File: config.mk
export PLATFORM = sky130hd
export DESIGN_NAME = line_edit_buffer_unit
export DESIGN_NICKNAME = d
export VERILOG_FILES = /design/src/leb_pkg.sv /design/src/leb_ram.sv /design/src/leb_ctrl.sv /design/src/leb_datapath.sv /design/src/line_edit_buffer_unit.sv
export SDC_FILE = /design/constraint.sdc
export NUM_CORES = 1
export LEC_CHECK = 0
export ABC_AREA = 1
export BUFFER_PORTS_ARGS = -buffer_cell sky130_fd_sc_hd__buf_2
export CORE_MARGIN = 5
export CORE_UTILIZATION = 35
export DETAILED_ROUTE_END_ITERATION = 8
export PLACE_DENSITY = 0.46
export SLEW_MARGIN = 20
export SYNTH_ARGS = -nofsm -noshare
export SYNTH_HDL_FRONTEND = slang
export SYNTH_HIERARCHICAL = 1
export SYNTH_SLANG_ARGS = --single-unit
File: constraint.sdc
create_clock -name clk -period 6.4 [get_ports clk]
set_input_delay 0 -clock clk [delete_from_list [all_inputs] [get_ports clk]]
set_output_delay 0 -clock clk [all_outputs]
set_load 0.01 [all_outputs]
File: src/leb_pkg.sv
// ----------------------------------------------------------------------------
// leb_pkg
// Shared constants, codes and controller/datapath interface types for the
// line edit buffer.
// ----------------------------------------------------------------------------
package leb_pkg;

    localparam int BUFFER_DEPTH = 64;
    localparam int LEN_W        = $clog2(BUFFER_DEPTH);
    localparam int CAP_W        = 6;
    localparam int OP_W         = 3;
    localparam int CHAR_W       = 8;
    localparam int OUT_W        = 6;

    localparam logic [CAP_W-1:0] CAP_RESET = 6'd63;

    localparam logic [OP_W-1:0] OP_TYPE  = 3'd0;
    localparam logic [OP_W-1:0] OP_ERASE = 3'd1;
    localparam logic [OP_W-1:0] OP_LEFT  = 3'd2;
    localparam logic [OP_W-1:0] OP_RIGHT = 3'd3;
    localparam logic [OP_W-1:0] OP_HOME  = 3'd4;
    localparam logic [OP_W-1:0] OP_END   = 3'd5;
    localparam logic [OP_W-1:0] OP_PRINT = 3'd6;

    typedef enum logic [2:0] {
        S_IDLE,
        S_DISPATCH,
        S_INS,
        S_DEL,
        S_PRN
    } state_t;

    typedef enum logic [3:0] {
        CMD_NONE,
        CMD_LOAD,
        CMD_REFUSE,
        CMD_MOVE,
        CMD_INS_STEP,
        CMD_INS_CHAR,
        CMD_DEL_STEP,
        CMD_DEL_DONE,
        CMD_PRN_STEP
    } cmd_t;

    typedef struct packed {
        logic [OP_W-1:0] op;
        logic            can_type;
        logic            can_erase;
        logic            ins_more;
        logic            del_more;
        logic            prn_last;
        logic            pend;
    } status_t;

endpackage

File: src/leb_ram.sv
// ----------------------------------------------------------------------------
// leb_ram
// Generic single-write, single-read RAM with registered read data.
// ----------------------------------------------------------------------------
module leb_ram #(
    parameter int WIDTH = 8,
    parameter int DEPTH = 64
) (
    input  logic                     clk,
    input  logic                     we,
    input  logic [$clog2(DEPTH)-1:0] waddr,
    input  logic [WIDTH-1:0]         wdata,
    input  logic [$clog2(DEPTH)-1:0] raddr,
    output logic [WIDTH-1:0]         rdata
);

    logic [WIDTH-1:0] mem [DEPTH];
    logic [WIDTH-1:0] rdata_reg;

    always_ff @(posedge clk)
    begin
        if (we)
        begin
            mem[waddr] <= wdata;
        end
        rdata_reg <= mem[raddr];
    end

    assign rdata = rdata_reg;

endmodule

File: src/leb_ctrl.sv
// ----------------------------------------------------------------------------
// leb_ctrl
// Controller state machine: sequences shift, insert, delete and print steps.
// ----------------------------------------------------------------------------
module leb_ctrl (
    input  logic             clk,
    input  logic             rst_n,
    input  logic             start,
    input  leb_pkg::status_t status,
    output leb_pkg::cmd_t    cmd,
    output logic             busy
);

    leb_pkg::state_t state_reg;
    leb_pkg::state_t state_next;

    always_ff @(posedge clk or negedge rst_n)
    begin
        if (!rst_n)
        begin
            state_reg <= leb_pkg::S_IDLE;
        end
        else
        begin
            state_reg <= state_next;
        end
    end

    always_comb
    begin
        state_next = state_reg;
        cmd        = leb_pkg::CMD_NONE;
        busy       = 1'b1;
        case (state_reg)
            leb_pkg::S_IDLE:
            begin
                busy = 1'b0;
                if (start)
                begin
                    cmd        = leb_pkg::CMD_LOAD;
                    state_next = leb_pkg::S_DISPATCH;
                end
            end
            leb_pkg::S_DISPATCH:
            begin
                case (status.op)
                    leb_pkg::OP_TYPE:
                    begin
                        if (status.can_type)
                        begin
                            state_next = leb_pkg::S_INS;
                        end
                        else
                        begin
                            cmd        = leb_pkg::CMD_REFUSE;
                            state_next = leb_pkg::S_IDLE;
                        end
                    end
                    leb_pkg::OP_ERASE:
                    begin
                        if (status.can_erase)
                        begin
                            state_next = leb_pkg::S_DEL;
                        end
                        else
                        begin
                            cmd        = leb_pkg::CMD_REFUSE;
                            state_next = leb_pkg::S_IDLE;
                        end
                    end
                    leb_pkg::OP_PRINT:
                    begin
                        state_next = leb_pkg::S_PRN;
                    end
                    default:
                    begin
                        cmd        = leb_pkg::CMD_MOVE;
                        state_next = leb_pkg::S_IDLE;
                    end
                endcase
            end
            leb_pkg::S_INS:
            begin
                if (status.ins_more || status.pend)
                begin
                    cmd = leb_pkg::CMD_INS_STEP;
                end
                else
                begin
                    cmd        = leb_pkg::CMD_INS_CHAR;
                    state_next = leb_pkg::S_IDLE;
                end
            end
            leb_pkg::S_DEL:
            begin
                if (status.del_more || status.pend)
                begin
                    cmd = leb_pkg::CMD_DEL_STEP;
                end
                else
                begin
                    cmd        = leb_pkg::CMD_DEL_DONE;
                    state_next = leb_pkg::S_IDLE;
                end
            end
            leb_pkg::S_PRN:
            begin
                cmd = leb_pkg::CMD_PRN_STEP;
                if (status.prn_last)
                begin
                    state_next = leb_pkg::S_IDLE;
                end
            end
            default:
            begin
                state_next = leb_pkg::S_IDLE;
            end
        endcase
    end

endmodule

File: src/leb_datapath.sv
// ----------------------------------------------------------------------------
// leb_datapath
// Text store, length and cursor registers, shift pointer and result stage.
// ----------------------------------------------------------------------------
module leb_datapath (
    input  logic                        clk,
    input  logic                        rst_n,
    input  leb_pkg::cmd_t               cmd,
    output leb_pkg::status_t            status,
    input  logic [leb_pkg::OP_W-1:0]    operation,
    input  logic [leb_pkg::CHAR_W-1:0]  char_value,
    input  logic                        cfg_valid,
    input  logic [leb_pkg::CAP_W-1:0]   cfg_data,
    output logic                        result_valid,
    output logic                        ok,
    output logic [leb_pkg::CHAR_W-1:0]  text_char,
    output logic                        is_last,
    output logic [leb_pkg::OUT_W-1:0]   line_length,
    output logic [leb_pkg::OUT_W-1:0]   cursor_position
);

    localparam logic [leb_pkg::LEN_W-1:0] LEN_MAX = leb_pkg::LEN_W'(leb_pkg::BUFFER_DEPTH - 1);
    localparam logic [leb_pkg::LEN_W-1:0] LEN_ONE = leb_pkg::LEN_W'(1);

    logic [leb_pkg::CAP_W-1:0]  capacity_reg;
    logic [leb_pkg::LEN_W-1:0]  length_reg, length_next;
    logic [leb_pkg::LEN_W-1:0]  cursor_reg, cursor_next;
    logic                       pend_reg, pend_next;
    logic                       res_valid_reg, res_valid_next;

    logic [leb_pkg::OP_W-1:0]   op_reg, op_next;
    logic [leb_pkg::CHAR_W-1:0] char_reg, char_next;
    logic [leb_pkg::LEN_W-1:0]  ptr_reg, ptr_next;
    logic [leb_pkg::LEN_W-1:0]  pend_addr_reg, pend_addr_next;
    logic                       res_ok_reg, res_ok_next;
    logic                       res_last_reg, res_last_next;
    logic                       res_ram_reg, res_ram_next;
    logic [leb_pkg::CHAR_W-1:0] res_char_reg, res_char_next;

    logic                       ram_we;
    logic [leb_pkg::LEN_W-1:0]  ram_waddr;
    logic [leb_pkg::CHAR_W-1:0] ram_wdata;
    logic [leb_pkg::LEN_W-1:0]  ram_raddr;
    logic [leb_pkg::CHAR_W-1:0] ram_rdata;

    leb_ram #(
        .WIDTH (leb_pkg::CHAR_W),
        .DEPTH (leb_pkg::BUFFER_DEPTH)
    ) u_store (
        .clk   (clk),
        .we    (ram_we),
        .waddr (ram_waddr),
        .wdata (ram_wdata),
        .raddr (ram_raddr),
        .rdata (ram_rdata)
    );

    assign status.op        = op_reg;
    assign status.can_type  = (leb_pkg::CAP_W'(length_reg) < capacity_reg)
                              && (length_reg < LEN_MAX);
    assign status.can_erase = (cursor_reg != '0);
    assign status.ins_more  = (ptr_reg > cursor_reg);
    assign status.del_more  = (ptr_reg < length_reg);
    assign status.prn_last  = (ptr_reg == length_reg);
    assign status.pend      = pend_reg;

    always_comb
    begin
        length_next    = length_reg;
        cursor_next    = cursor_reg;
        pend_next      = pend_reg;
        res_valid_next = 1'b0;
        op_next        = op_reg;
        char_next      = char_reg;
        ptr_next       = ptr_reg;
        pend_addr_next = pend_addr_reg;
        res_ok_next    = res_ok_reg;
        res_last_next  = res_last_reg;
        res_ram_next   = res_ram_reg;
        res_char_next  = res_char_reg;
        ram_we         = 1'b0;
        ram_waddr      = pend_addr_reg;
        ram_wdata      = ram_rdata;
        ram_raddr      = ptr_reg;
        case (cmd)
            leb_pkg::CMD_LOAD:
            begin
                op_next   = operation;
                char_next = char_value;
                pend_next = 1'b0;
                case (operation)
                    leb_pkg::OP_TYPE:  ptr_next = length_reg;
                    leb_pkg::OP_ERASE: ptr_next = cursor_reg;
                    default:           ptr_next = '0;
                endcase
            end
            leb_pkg::CMD_REFUSE:
            begin
                res_valid_next = 1'b1;
                res_ok_next    = 1'b0;
                res_last_next  = 1'b1;
                res_ram_next   = 1'b0;
                res_char_next  = '0;
            end
            leb_pkg::CMD_MOVE:
            begin
                res_valid_next = 1'b1;
                res_ok_next    = 1'b0;
                res_last_next  = 1'b1;
                res_ram_next   = 1'b0;
                res_char_next  = '0;
                case (op_reg)
                    leb_pkg::OP_LEFT:
                    begin
                        if (cursor_reg != '0)
                        begin
                            cursor_next = cursor_reg - LEN_ONE;
                        end
                    end
                    leb_pkg::OP_RIGHT:
                    begin
                        if (cursor_reg < length_reg)
                        begin
                            cursor_next = cursor_reg + LEN_ONE;
                        end
                    end
                    leb_pkg::OP_HOME: cursor_next = '0;
                    leb_pkg::OP_END:  cursor_next = length_reg;
                    default:          cursor_next = cursor_reg;
                endcase
            end
            leb_pkg::CMD_INS_STEP:
            begin
                ram_we = pend_reg;
                if (ptr_reg > cursor_reg)
                begin
                    ram_raddr      = ptr_reg - LEN_ONE;
                    pend_addr_next = ptr_reg;
                    pend_next      = 1'b1;
                    ptr_next       = ptr_reg - LEN_ONE;
                end
                else
                begin
                    pend_next = 1'b0;
                end
            end
            leb_pkg::CMD_INS_CHAR:
            begin
                ram_we         = 1'b1;
                ram_waddr      = cursor_reg;
                ram_wdata      = char_reg;
                length_next    = length_reg + LEN_ONE;
                cursor_next    = cursor_reg + LEN_ONE;
                res_valid_next = 1'b1;
                res_ok_next    = 1'b1;
                res_last_next  = 1'b1;
                res_ram_next   = 1'b0;
                res_char_next  = '0;
            end
            leb_pkg::CMD_DEL_STEP:
            begin
                ram_we = pend_reg;
                if (ptr_reg < length_reg)
                begin
                    ram_raddr      = ptr_reg;
                    pend_addr_next = ptr_reg - LEN_ONE;
                    pend_next      = 1'b1;
                    ptr_next       = ptr_reg + LEN_ONE;
                end
                else
                begin
                    pend_next = 1'b0;
                end
            end
            leb_pkg::CMD_DEL_DONE:
            begin
                length_next    = length_reg - LEN_ONE;
                cursor_next    = cursor_reg - LEN_ONE;
                res_valid_next = 1'b1;
                res_ok_next    = 1'b1;
                res_last_next  = 1'b1;
                res_ram_next   = 1'b0;
                res_char_next  = '0;
            end
            leb_pkg::CMD_PRN_STEP:
            begin
                // result k is the marker at the cursor, else the character shifted past it
                res_valid_next = 1'b1;
                res_ok_next    = 1'b0;
                res_last_next  = (ptr_reg == length_reg);
                res_char_next  = char_reg;
                res_ram_next   = (ptr_reg != cursor_reg);
                if (ptr_reg < cursor_reg)
                begin
                    ram_raddr = ptr_reg;
                end
                else
                begin
                    ram_raddr = ptr_reg - LEN_ONE;
                end
                ptr_next = ptr_reg + LEN_ONE;
            end
            default:
            begin
                res_valid_next = 1'b0;
            end
        endcase
    end

    always_ff @(posedge clk or negedge rst_n)
    begin
        if (!rst_n)
        begin
            capacity_reg  <= leb_pkg::CAP_RESET;
            length_reg    <= '0;
            cursor_reg    <= '0;
            pend_reg      <= 1'b0;
            res_valid_reg <= 1'b0;
        end
        else
        begin
            if (cfg_valid)
            begin
                capacity_reg <= cfg_data;
            end
            length_reg    <= length_next;
            cursor_reg    <= cursor_next;
            pend_reg      <= pend_next;
            res_valid_reg <= res_valid_next;
        end
    end

    always_ff @(posedge clk)
    begin
        op_reg        <= op_next;
        char_reg      <= char_next;
        ptr_reg       <= ptr_next;
        pend_addr_reg <= pend_addr_next;
        res_ok_reg    <= res_ok_next;
        res_last_reg  <= res_last_next;
        res_ram_reg   <= res_ram_next;
        res_char_reg  <= res_char_next;
    end

    assign result_valid    = res_valid_reg;
    assign ok              = res_ok_reg;
    assign is_last         = res_last_reg;
    assign text_char       = res_ram_reg ? ram_rdata : res_char_reg;
    assign line_length     = leb_pkg::OUT_W'(length_reg);
    assign cursor_position = leb_pkg::OUT_W'(cursor_reg);

endmodule

File: src/line_edit_buffer_unit.sv
// ----------------------------------------------------------------------------
// line_edit_buffer_unit
// One-line text buffer with a cursor, driven by key event requests.
// ----------------------------------------------------------------------------
// usage
//   request channel: operation and char_value are taken at a clock edge with
//   start high and busy low. busy stays high until the request is finished.
//   results: each result is on the result ports for one cycle, marked by
//   result_valid; is_last flags the final result of a request. the receiver
//   cannot stall the block, so it must take every strobed result.
//   capacity: written through cfg_valid/cfg_data (cfg_ready is always high),
//   by the user only while the block is idle; the block does not enforce it.
// sequences: the text store has one read and one write port and moves one
//   character per cycle during shifts and prints.
//   left, right, home, end, unused code, refused type or erase: one result
//   type: characters right of the cursor shift one place right, then the new
//     character is written at the cursor; one result
//   erase: characters right of the cursor shift one place left; one result
//   print: line length + 1 results, one per cycle, cursor marker included
// reset: line length and cursor go to zero, capacity to 63. the text store
//   is not cleared; only entries below the line length are ever read.
// ----------------------------------------------------------------------------
module line_edit_buffer_unit (
    input  logic                        clk,
    input  logic                        rst_n,
    input  logic                        start,
    output logic                        busy,
    input  logic [leb_pkg::OP_W-1:0]    operation,
    input  logic [leb_pkg::CHAR_W-1:0]  char_value,
    input  logic                        cfg_valid,
    output logic                        cfg_ready,
    input  logic [leb_pkg::CAP_W-1:0]   cfg_data,
    output logic                        result_valid,
    output logic                        ok,
    output logic [leb_pkg::CHAR_W-1:0]  text_char,
    output logic                        is_last,
    output logic [leb_pkg::OUT_W-1:0]   line_length,
    output logic [leb_pkg::OUT_W-1:0]   cursor_position
);

    leb_pkg::cmd_t    cmd;
    leb_pkg::status_t status;

    assign cfg_ready = 1'b1;

    leb_ctrl u_ctrl (
        .clk    (clk),
        .rst_n  (rst_n),
        .start  (start),
        .status (status),
        .cmd    (cmd),
        .busy   (busy)
    );

    leb_datapath u_datapath (
        .clk             (clk),
        .rst_n           (rst_n),
        .cmd             (cmd),
        .status          (status),
        .operation       (operation),
        .char_value      (char_value),
        .cfg_valid       (cfg_valid),
        .cfg_data        (cfg_data),
        .result_valid    (result_valid),
        .ok              (ok),
        .text_char       (text_char),
        .is_last         (is_last),
        .line_length     (line_length),
        .cursor_position (cursor_position)
    );

    // accepted request keeps the block busy for its work
    a_busy_after_accept: assert property (@(posedge clk) disable iff (!rst_n)
        start && !busy |=> busy)
        else $error("busy not raised after accepted request");

    // a print run has no gaps
    a_print_contiguous: assert property (@(posedge clk) disable iff (!rst_n)
        result_valid && !is_last |=> result_valid)
        else $error("gap inside print run");

    // successful edits give a single result
    a_ok_single: assert property (@(posedge clk) disable iff (!rst_n)
        result_valid && ok |-> is_last)
        else $error("ok on a non-final result");

    // cursor stays within the line
    a_cursor_bound: assert property (@(posedge clk) disable iff (!rst_n)
        cursor_position <= line_length)
        else $error("cursor beyond line end");

    // line never outgrows the store
    a_length_bound: assert property (@(posedge clk) disable iff (!rst_n)
        line_length <= leb_pkg::OUT_W'(leb_pkg::BUFFER_DEPTH - 1))
        else $error("line length beyond store");

endmodule

# Word level (Yosys, flattened, before mapping)
# Memory sizes are Yosys's and may differ from the RTL's. A register that Yosys moved wholly into a read port is not among the register bits.
# Cells that the tools add are included.
# W data, S select, Z words.
# totals
reg_bits	57
inputBits	21
rom_bits	0
mem_bits_rw	512
mem_count	1
elab_cells	124
latchBits	0
out_inout_bits	25
# mem_list
memory	words	width	read_ports	rd_clocked_by_memory_dff	wr	line	text
u_datapath.u_store.mem	64	8	1	1	1	leb_ram.sv:17	logic [WIDTH-1:0] mem [DEPTH];
# op_classes
shift	0
n_lt_le_gt_ge	6
n_eq_ne	30
addsub	6
n_mul	0
mux	44
bitwise_logic	0
n_reduce_logical	23
div_mod_pow	0
# ops
op	count
$mux W6	8
$pmux W6 S2	4
$pmux W6 S4	2
$lt A6 B6 Y1	4
$pmux W4 S5	1
$add A6 B1 Y6 const B	3
$pmux W6 S3	1
$sub A6 B1 Y6 const B	3
$eq A4 B3 Y1 const B	4
$mux W8	2
$pmux W8 S2	1
$pmux W3 S5	1
$eq A3 B2 Y1 const B	4
$eq A3 B3 Y1 const B	4
$mux W3	4
$ne A2 B2 Y1 const B	6
$pmux W4 S3	1
$eq A3 B1 Y1 const B	3
$logic_not A3 Y1	3
$mux W1	9
$pmux W3 S3	1
$eq A4 B2 Y1 const B	2
$mux W2	4
$pmux W1 S2	4
23 further kinds	30

# Depth between registers and ports, before layout
# depth
ltp_word	10
ltp_mapped	35
depth_no_buf	31

# Hierarchy
# The synthesis kept the hierarchy.
# by_module_without_submodules
mod	cells_per_inst	n_inst	area_each_um2	seq_area_each_um2
leb_ram	1805	1	21339.2	15534.9
leb_datapath	499	1	3918.8	1529.0
leb_ctrl	54	1	300.3	75.1
line_edit_buffer_unit	2	1	11.3	0.0

# Least setup slack after synthesis
# OpenSTA, ideal clock, no wires.
# synth_path
kind	register to register
startpoint	reg u_datapath.cursor_reg, in the netlist u_datapath/cursor_position[3]
endpoint	mem u_datapath.u_store.mem[0][3], data pin
setup_time_ps	702
path_buffers	1
synth_period_minus_slack_ps	5651
required_time_ps	5698
arrival_ps	4949
path_stages_with_launch	18
path_slack_ps	749
cell_sequence	dfrtp_1 -> inv_1 -> ha_1 -> nand2_1 -> nor2_2 -> nand3_1 -> nand2_4 -> inv_2 -> inv_1 -> nand2_1 -> nor2_1 -> nor2_1 -> nand3_1 -> inv_1 -> nor2_1 -> nand2_1 -> clkbuf_2 -> o21ai_0
# synth_lines
item	line	text
start, declared	leb_datapath.sv:27	logic [leb_pkg::LEN_W-1:0] cursor_reg, cursor_next;
start signal, assigned	leb_datapath.sv:227	cursor_reg <= cursor_next;
end, declared	leb_ram.sv:17	

==> impl_results.md <==
- WP data arrival: 5.78 ns
- Core area: 0.0727 mm2
- Drt pass-1 iters: 6
- Worst-Margin Slew: 1.06 ns
- Post-synth EDFFs: ~550
- Part of the Yosys area used for sequential elements: 0.670
- Largest net degree at the start of global routing: between 150 and 200
- CTS H-tree lvls: 3
- Main flop type after synthesis: edfxtp_1
- PnR Total Power: 0.0161 W
- CP Capture Type: flip-flop
- Clock network power share: 0.236
- Vias in the first global route: 17800
- Area Overhead vs Synth: 15.3%
- Finish-stage setup viols: 0
- Antenna Diode Count: 0
- Global-route wire length before repair: approximately 110000 um
- FF+latch count, synth: 577
- I/O Pins: 46
- Worst path top cell family by delay: simple AND/OR/NAND/NOR gates
- Initial core utilization: 0.352
- Post-synth ARST share: 0.0399
- WP buf/inv: 4
- Width of the die: 280 um
- Grt ovf: 0
- # port buffers: 44
- Class of the worst hold path: in2reg
- Critical Path RT: 6.61 ns
- Dpl hpwl: roughly 45000 um
- Setup CP Type: reg2reg
- Routed WL per cell: 21.2 um
- RD Place Congestion: 0.885
- Max Cap Viol: 0
- Max FO, Critical Path: 11
- Setup_tns: 0 ns
- Residual DRC: 0
- Via count: between 15000 and 20000
- Syn Nets: 2412
- Syn Area/Cell: 10.8 um2
- Skew-Pair Late Insertion Delay: ~0.60 ns
- Lkg Pwr: 11.1 nW
- RSZ-0062 raised after global routing: no
- Detailed Route Iter0 Violations: 1498
- Comb pwr share: 0.442
- GRT Overall Usage: 0.185
- Max IR drop VDD: 0.000362 V
- Via density: between 5 and 6
- Post-cts gate resize count: 0
- PD cells: 546 mW/mm2
- Clock transition at the registers of the reported paths: 0.06 ns
- Sequential power share: 0.322
- Slowest Stage Delay on Critical Path: 0.90 ns
- Fmax: 179 MHz
- Row count: 99
- Register bank with the most flops: u_datapath/u_store/mem
- Fin. max-slew vios: 0
- Crit path time final: between 5 and 6 ns
- Clk_skew: 0.0278 ns
- # nets final: 2515
- Clock root cell: clkbuf_16
- Int Power: just over 0.009 W
- Worst-path cell chain: inv_1 > ha_1 > nand2_1 > nor2_2 > nand2_1 > nand3_1 > nand2_4 > inv_2 > inv_1 > nand2_1 > nor2_1 > nor2_1 > nand3_1 > inv_1 > nor2_1 > nand2_1 > o21ai_1 > nand4_1 > nor2_1
- Sw Ratio: 0.429
- Total Wirelength: 73600 um
- Post-synthesis cell count: 2360
- Slowest cell on crit path: nor2_1
- Fin. Hold Viols: 0
- Crit start category: flip-flop
- Synth Cell Area: 0.0256 mm2
- Antenna viol nets, final: 0
- CTS tree: yes
- Share of cells above drive strength 1: 0.107
- Synth Warn #: 6
- Status: finished, final reports clean
- CTS sink count: 577
- Post-synth cell types: 44
- Die ar.: 0.0786 mm2
- Clock buffer depth: 3
- Max reg flops: 512
- Relative slew margins: 0.289
- Cts bufs inserted: 67
- Fin crit share: 0.871
- Switching pwr: 0.00691 W
- Die height: roughly 280 um
- Initial antenna violation count: 0
## cells in the mapped netlist (2+ instances only)
cell type	count	area share
nand2_1	805	0.12
edfxtp_1	546	0.64
nand3_1	503	0.098
nor2_1	98	0.014
inv_1	70	0.010
buf_2	41	0.0080
buf_6	38	0.017
o21ai_0	31	0.0061
ha_1	30	0.015
nand4_1	20	0.0049
clkbuf_1	19	0.0028
a21oi_1	17	0.0033
buf_4	17	0.0050
dfrtp_1	17	0.017
buf_1	10	0.0015
xor2_1	10	0.0034
mux2_2	9	0.0040
dfxtp_1	8	0.0063
nor4_1	8	0.0020
dfstp_2	6	0.0062
o21ai_1	6	0.0012
o21ai_2	6	0.0021
o22ai_1	6	0.0015
inv_2	5	0.00073
nor3_1	4	0.00078
nand2_2	3	0.00073
or2_2	3	0.00073
xnor2_1	3	0.0010
buf_8	2	0.0012
nand2_4	2	0.00088
nand3b_1	2	0.00059
nor2_2	2	0.00049
nor2_4	2	0.00088
## worst paths after layout
| check | slack, ns | cells after the start | start | end |
|---|---|---|---|---|
| setup / recovery | 0.83 | 19 | u_datapath/cursor_position[3] | u_datapath/u_store/mem[35][3] |
| hold / removal | 0.12 | 2 | char_value[3] | u_datapath/char_reg[3] |
| setup reg to reg | 0.83 | 19 | u_datapath/cursor_position[3] | u_datapath/u_store/mem[35][3] |
| hold reg to reg | 0.58 | 2 | u_datapath/pend_reg | u_datapath/pend_reg |
| max in group asynchronous | 4.51 | 4 | rst_n | u_datapath/line_length[4] |
| min in group asynchronous | 0.54 | 3 | rst_n | u_datapath/capacity_reg[3] |
## logic make-up (layout without fill, tap and decap cells)
kind of cell             after synthesis  count (layout)  synth area share
other                                  1               1          0.000147
multiplexers                           9               9           0.00396
adder cells (fa/ha/maj)               31              31            0.0155
AO/OA/AOI/OAI                         70              70            0.0152
XOR/XNOR                              13              13           0.00445
flip-flops                           577             577             0.670
buffers and inverters                205             358            0.0469
AND/OR/NAND/NOR                     1454            1454             0.244
## timing repair
action / in CTS / in global routing
setup endpoints to repair: 0 / 0
hold endpoints to repair: 41 / 0
hold buffers: 32 / 0
setup buffers: 0 / 0
## power by group through the flow
stage / clock, W / sequential (W) / combinational (W)
6_report: 0.00380 / 0.00519 / 0.00712
5_1_grt: 0.00407 / 0.00521 / 0.00790
4_1_cts: 0.00390 / 0.00519 / 0.00720
3_5_place_dp: 0 / 0.00526 / 0.00716
3_3_place_gp: 0 / 0.00525 / 0.00719
2_1_floorplan: 0 / 0.00526 / 0.00472
## layout make-up
| type | count | area [um2] |
|---|---|---|
| sequential | 577 | 17100 |
| clock inverter | 37 | 383 |
| tap | 959 | 1200 |
| fill | 7056 | 43200 |
| multi-input combinational | 1578 | 7330 |
| timing repair buffer | 162 | 1360 |
| inverter | 77 | 297 |
| clock buffer | 82 | 1770 |
## cells in the final DEF, fill, tap and decap left out, drive strengths merged, types with 7 or more instances in the layout
cell type / n
nor2: 102
o21ai: 43
nand2: 810
a21oi: 17
ha: 30
nor4: 8
xor2: 10
edfxtp: 546
buf: 130
nand4: 20
bufinv: 7
mux2: 9
dfrtp: 17
dfxtp: 8
clkinv: 26
clkbuf: 82
dlygate4sd3: 32
nand3: 504
inv: 81
## layer usage
layer	wire, um	global-route usage	up-vias
met2	35300	0.309	485
met5	0	0	-
li1	-	-	8419
met3	3860	0.0270	103
met1	32900	0.259	8742
met4	1480	0.0449	0
## worst register-to-register path: cells and delay by family, from the launching register on
| family | cells | cell delay, ns |
|---|---|---|
| buffers and inverters | 4 | 0.40 |
| flip-flops | 1 | 0.49 |
| AO/OA/AOI/OAI | 1 | 0.57 |
| AND/OR/NAND/NOR | 13 | 3.38 |
| adder cells (fa/ha/maj) | 1 | 0.35 |
## stage by stage
stage / instances / hold slack, ns / worst slack [ns] / utilization / cell area (um2)
3_5_place_dp: 3320 / 0.0374 / 0.889 / 0.371 / 27000
4_1_cts: 3471 / 0.0735 / 0.836 / 0.405 / 29500
6_report: 3472 / 0.115 / 0.826 / 0.405 / 29500
5_1_grt: 3472 / 0.119 / 0.312 / 0.405 / 29500
3_3_place_gp: 3320 / 0.0352 / 0.962 / 0.371 / 27000
2_1_floorplan: 2360 / -0.296 / 0.749 / - / 25600
Power figures use the tool's default switching activity.
